==> config.mk <==
export PLATFORM = sky130hd
export DESIGN_NAME = mitu_ram
export DESIGN_NICKNAME = d
export VERILOG_FILES = /design/src/hw/rtl/mitu_ram.sv
export SDC_FILE = /design/constraint.sdc
export NUM_CORES = 1
export LEC_CHECK = 0
export BUFFER_PORTS_ARGS = -buffer_cell sky130_fd_sc_hd__buf_2
export CAP_MARGIN = 20
export CORE_UTILIZATION = 34
export CTS_CLUSTER_SIZE = 30
export DETAILED_ROUTE_END_ITERATION = 12
export GPL_TIMING_DRIVEN = 0
export SYNTH_ARGS = -nofsm -noshare
export SYNTH_HDL_FRONTEND = slang
export SYNTH_SLANG_ARGS = --single-unit
==> constraint.sdc <==
create_clock -name i_clk -period 7.3 [get_ports i_clk]
set_input_delay 0.365 -clock i_clk [delete_from_list [all_inputs] [get_ports i_clk]]
set_output_delay 0.365 -clock i_clk [all_outputs]
set_load 0.02 [all_outputs]
==> src/hw/rtl/mitu_ram.sv <==
`default_nettype none
module mitu_ram #(
    parameter int WIDTH = 32,
    parameter int DEPTH = 32,
    localparam int AW = (DEPTH > 1) ? $clog2(DEPTH) : 1
) (
    input  wire logic             i_clk,
    input  wire logic             i_we,
    input  wire logic [AW-1:0]    i_waddr,
    input  wire logic [WIDTH-1:0] i_wdata,
    input  wire logic             i_re,
    input  wire logic [AW-1:0]    i_raddr,
    output logic      [WIDTH-1:0] o_rdata
);

    logic [WIDTH-1:0] mem [DEPTH];

    always_ff @(posedge i_clk) begin
        if (i_we) begin
            mem[i_waddr] <= i_wdata;
        end
    end

    // read data holds while read enable is low
    always_ff @(posedge i_clk) begin
        if (i_re) begin
            o_rdata <= mem[i_raddr];
        end
    end

endmodule
`default_nettype wire

==> results by group <==
Global routing
  • Initial antenna violation count: 8
  • Vias in the first global route: 21.7k
  • First-pass GRT wire length: 145,000 µm
  • Largest net degree at the start of global routing: 33
  • All-Layer GR Usage: 16.4%
  • GRT overflow: 0

Timing
  • Slew @ Worst Pin: 1.04 ns
  • Skew final: 0.0239 ns
  • Final Hold Viols: 0
  • Slew Limit Fails: 0
  • FMAX: 425 MHz
  • Slew headroom: 30.7%
  • Final Critical Period: 2.35 ns
  • Total negative slack: 0 ns
  • Unrepaired setup endpoints after global routing: false
  • Final critical-path share of the clock period: 32.2%
  • Hold_ws: 0.221 ns
  • Setup ws final: 4.95 ns
  • Final setup violation count: 0

Setup path
  • CP Max Fanout: 10
  • Startpoint types: input port
  • Arrival time at the worst endpoint: 2.69 ns
  • Top delay family on crit path: buffers and inverters
  • CP endpoint kind: flip-flop
  • Crit path buf inv count: 3
  • Critical Path, Cell by Cell: buf_2, or2_2, clkbuf_1, clkbuf_1, nor3_1, a31oi_1, nand3_1
  • Worst stage delay on the critical path: 0.61 ns
  • Req. time, crit path: 7.63 ns
  • Most frequent cell on the critical path: clkbuf_1
  • Setup Crit Path Kind: in -> reg
  • CP max stage cell: clkbuf_1

Pwr
  • Power Dens Cells: 271 nW/µm²
  • Leakage power: 16.3 nW
  • Peak VDD IR: 0.190 mV
  • Total power: 12.9 mW

Clock network
  • Post-CTS sizing: 0
  • CTS HTree Levels: 3
  • CTS tree: built
  • Post-cts hold buffer count: 0
  • Total setup buffers inserted after CTS: 0
  • Clock Latency Late Sink: 0.68 ns
  • Clk pin slew, worst setup/hold paths: 0.06 ns
  • TritonCTS Buffers: 106
  • Clock Tree Buf Depth: 3
  • Root buffer cell: clkbuf_16
  • Sink Count: 1,056

Route
  • Post-route DRC: 0
  • Via count: 21.1k
  • DR pass1 iterations: 5
  • WL/cell: 24.2 µm
  • DRT iter0 DRCs: 1,899
  • DRT antenna net count: 0
  • Drt total wl: 101,000 µm
  • Vias per cell: 5.06

Die
  • Die H: 348 µm
  • Starting Density: 34.4%
  • I/O pin cnt: 77
  • Die ar.: 121,000 µm²
  • Core area: 119,000 µm²
  • Die Wd: 348 µm
  • FP Rows: 126

Outcome
  • Status: finished, final reports clean

Synth
  • Post-synth ARST share: 0%
  • Syn nets: 2,305
  • Ys Warns: 0
  • Post-synthesis sequential area ratio: 77.7%
  • Syn Area/Cell: 18.1 µm²
  • Netlist cell types: 24
  • Ys flop type: edfxtp_1
  • Yosys reg bits: 1,056
  • Post-synth EDFFs: 1,056
  • Syn Inst Count: 2,260
  • Synth Cell Area: 40,800 µm²

Finish
  • Layout cell share with drive strength beyond 1: 14.7%
  • Post-route insts no fill: 4,166
  • Area grow syn2layout: 16.6%
  • # nets final: 2,520

Place
  • Quantity of I/O buffers inserted on ports: 75
  • DP Cell Count: 3,967
  • Gpl congestion: 0.818
  • Post-DP HPWL: 67,100 µm
  • Post-Place Worst Slack: 4.33 ns

Flow run
  • Max-Cap Viols: 0

Worst hold path
  • Hold Crit Class: in -> reg
## layout make-up
cell class                 instances  area [µm²]
clock inverter                    68         722
tap                             1600        2000
multi-input combinational       1077        8580
antenna                            3        7.51
timing repair buffer             107        1060
buffer                           127         753
clock buffer                     128        2760
sequential                      1056       31700
fill                           10557       71000
## through the flow
step	cell area, µm²	util, %
final	47600	40.1
after global routing	47600	40.1
after CTS	47600	40.1
after detailed placement	44100	37.2
after global placement	43200	36.4
after floorplan	40800	-
## kinds of logic (layout without fill, tap and decap cells)
group	count (synthesis)	after routing	synth area share [%]
flip-flops	1056	1056	77.7
AO/OA/AOI/OAI	288	288	4.81
other	0	3	0
multiplexers	512	512	12.6
AND/OR/NAND/NOR	277	277	3.08
buffers and inverters	127	430	1.85
## where the power goes
group          switching [mW]  internal [mW]  total (mW)
logic                   0.487          0.212       0.699
clock network            2.25           3.15        5.40
registers              0.0203           6.77        6.79
total                    2.75           10.1        12.9
## path summary, 6_finish.rpt
check | from | to | slack, ns | cells past startpoint
worst min register to register | mem[26][18] | o_rdata[18] | 0.71 | 4
worst max-delay path | i_raddr[3] | o_rdata[12] | 4.95 | 7
worst min-delay path | i_wdata[28] | mem[10][28] | 0.22 | 1
worst max register to register | mem[7][12] | o_rdata[12] | 5.35 | 5
## sequential cells by signal (all words and copies together), names as in the netlist
| register | cells |
|---|---|
| mem | 1024 |
| o_rdata | 32 |
## cell usage after synthesis (all sizes together), types with 2 or more instances
library cell  number  area share (%)
nand2             98            0.90
nand2b             2           0.031
a22oi             96             1.8
clkbuf            48            0.46
mux2i            512              13
buf               79             1.4
a21oi             96             1.2
nand3             98             1.2
or3b               3           0.064
nor2              34            0.31
a22o              64             1.4
edfxtp          1056              78
nand3b             5           0.092
nor3              32            0.39
a31oi             32            0.49
## routing by layer
metal	wire (µm)	part of all wire [%]	GRT usage (%)	vias up
met3	6940	6.9	3.22	159
li1	-	-	-	9447
met2	50800	50	28.5	705
met1	40500	40	20.4	10766
met5	74	0.074	0	-
met4	2360	2.3	5.21	12
## layout by cell type (no fill, tap or decap), types with 33 or more instances in the layout
cell type  Yosys  routed
a22o_1        64      64
clkbuf_16      0     107
mux2i_1      512     512
buf_2         26     101
buf_4         33      33
a21oi_1       96      96
nand3_1       98      98
edfxtp_1    1056    1056
clkbuf_1      46      67
nand2_1       98      98
a22oi_1       96      96
Note: power is estimated with default switching activity, not from simulation.
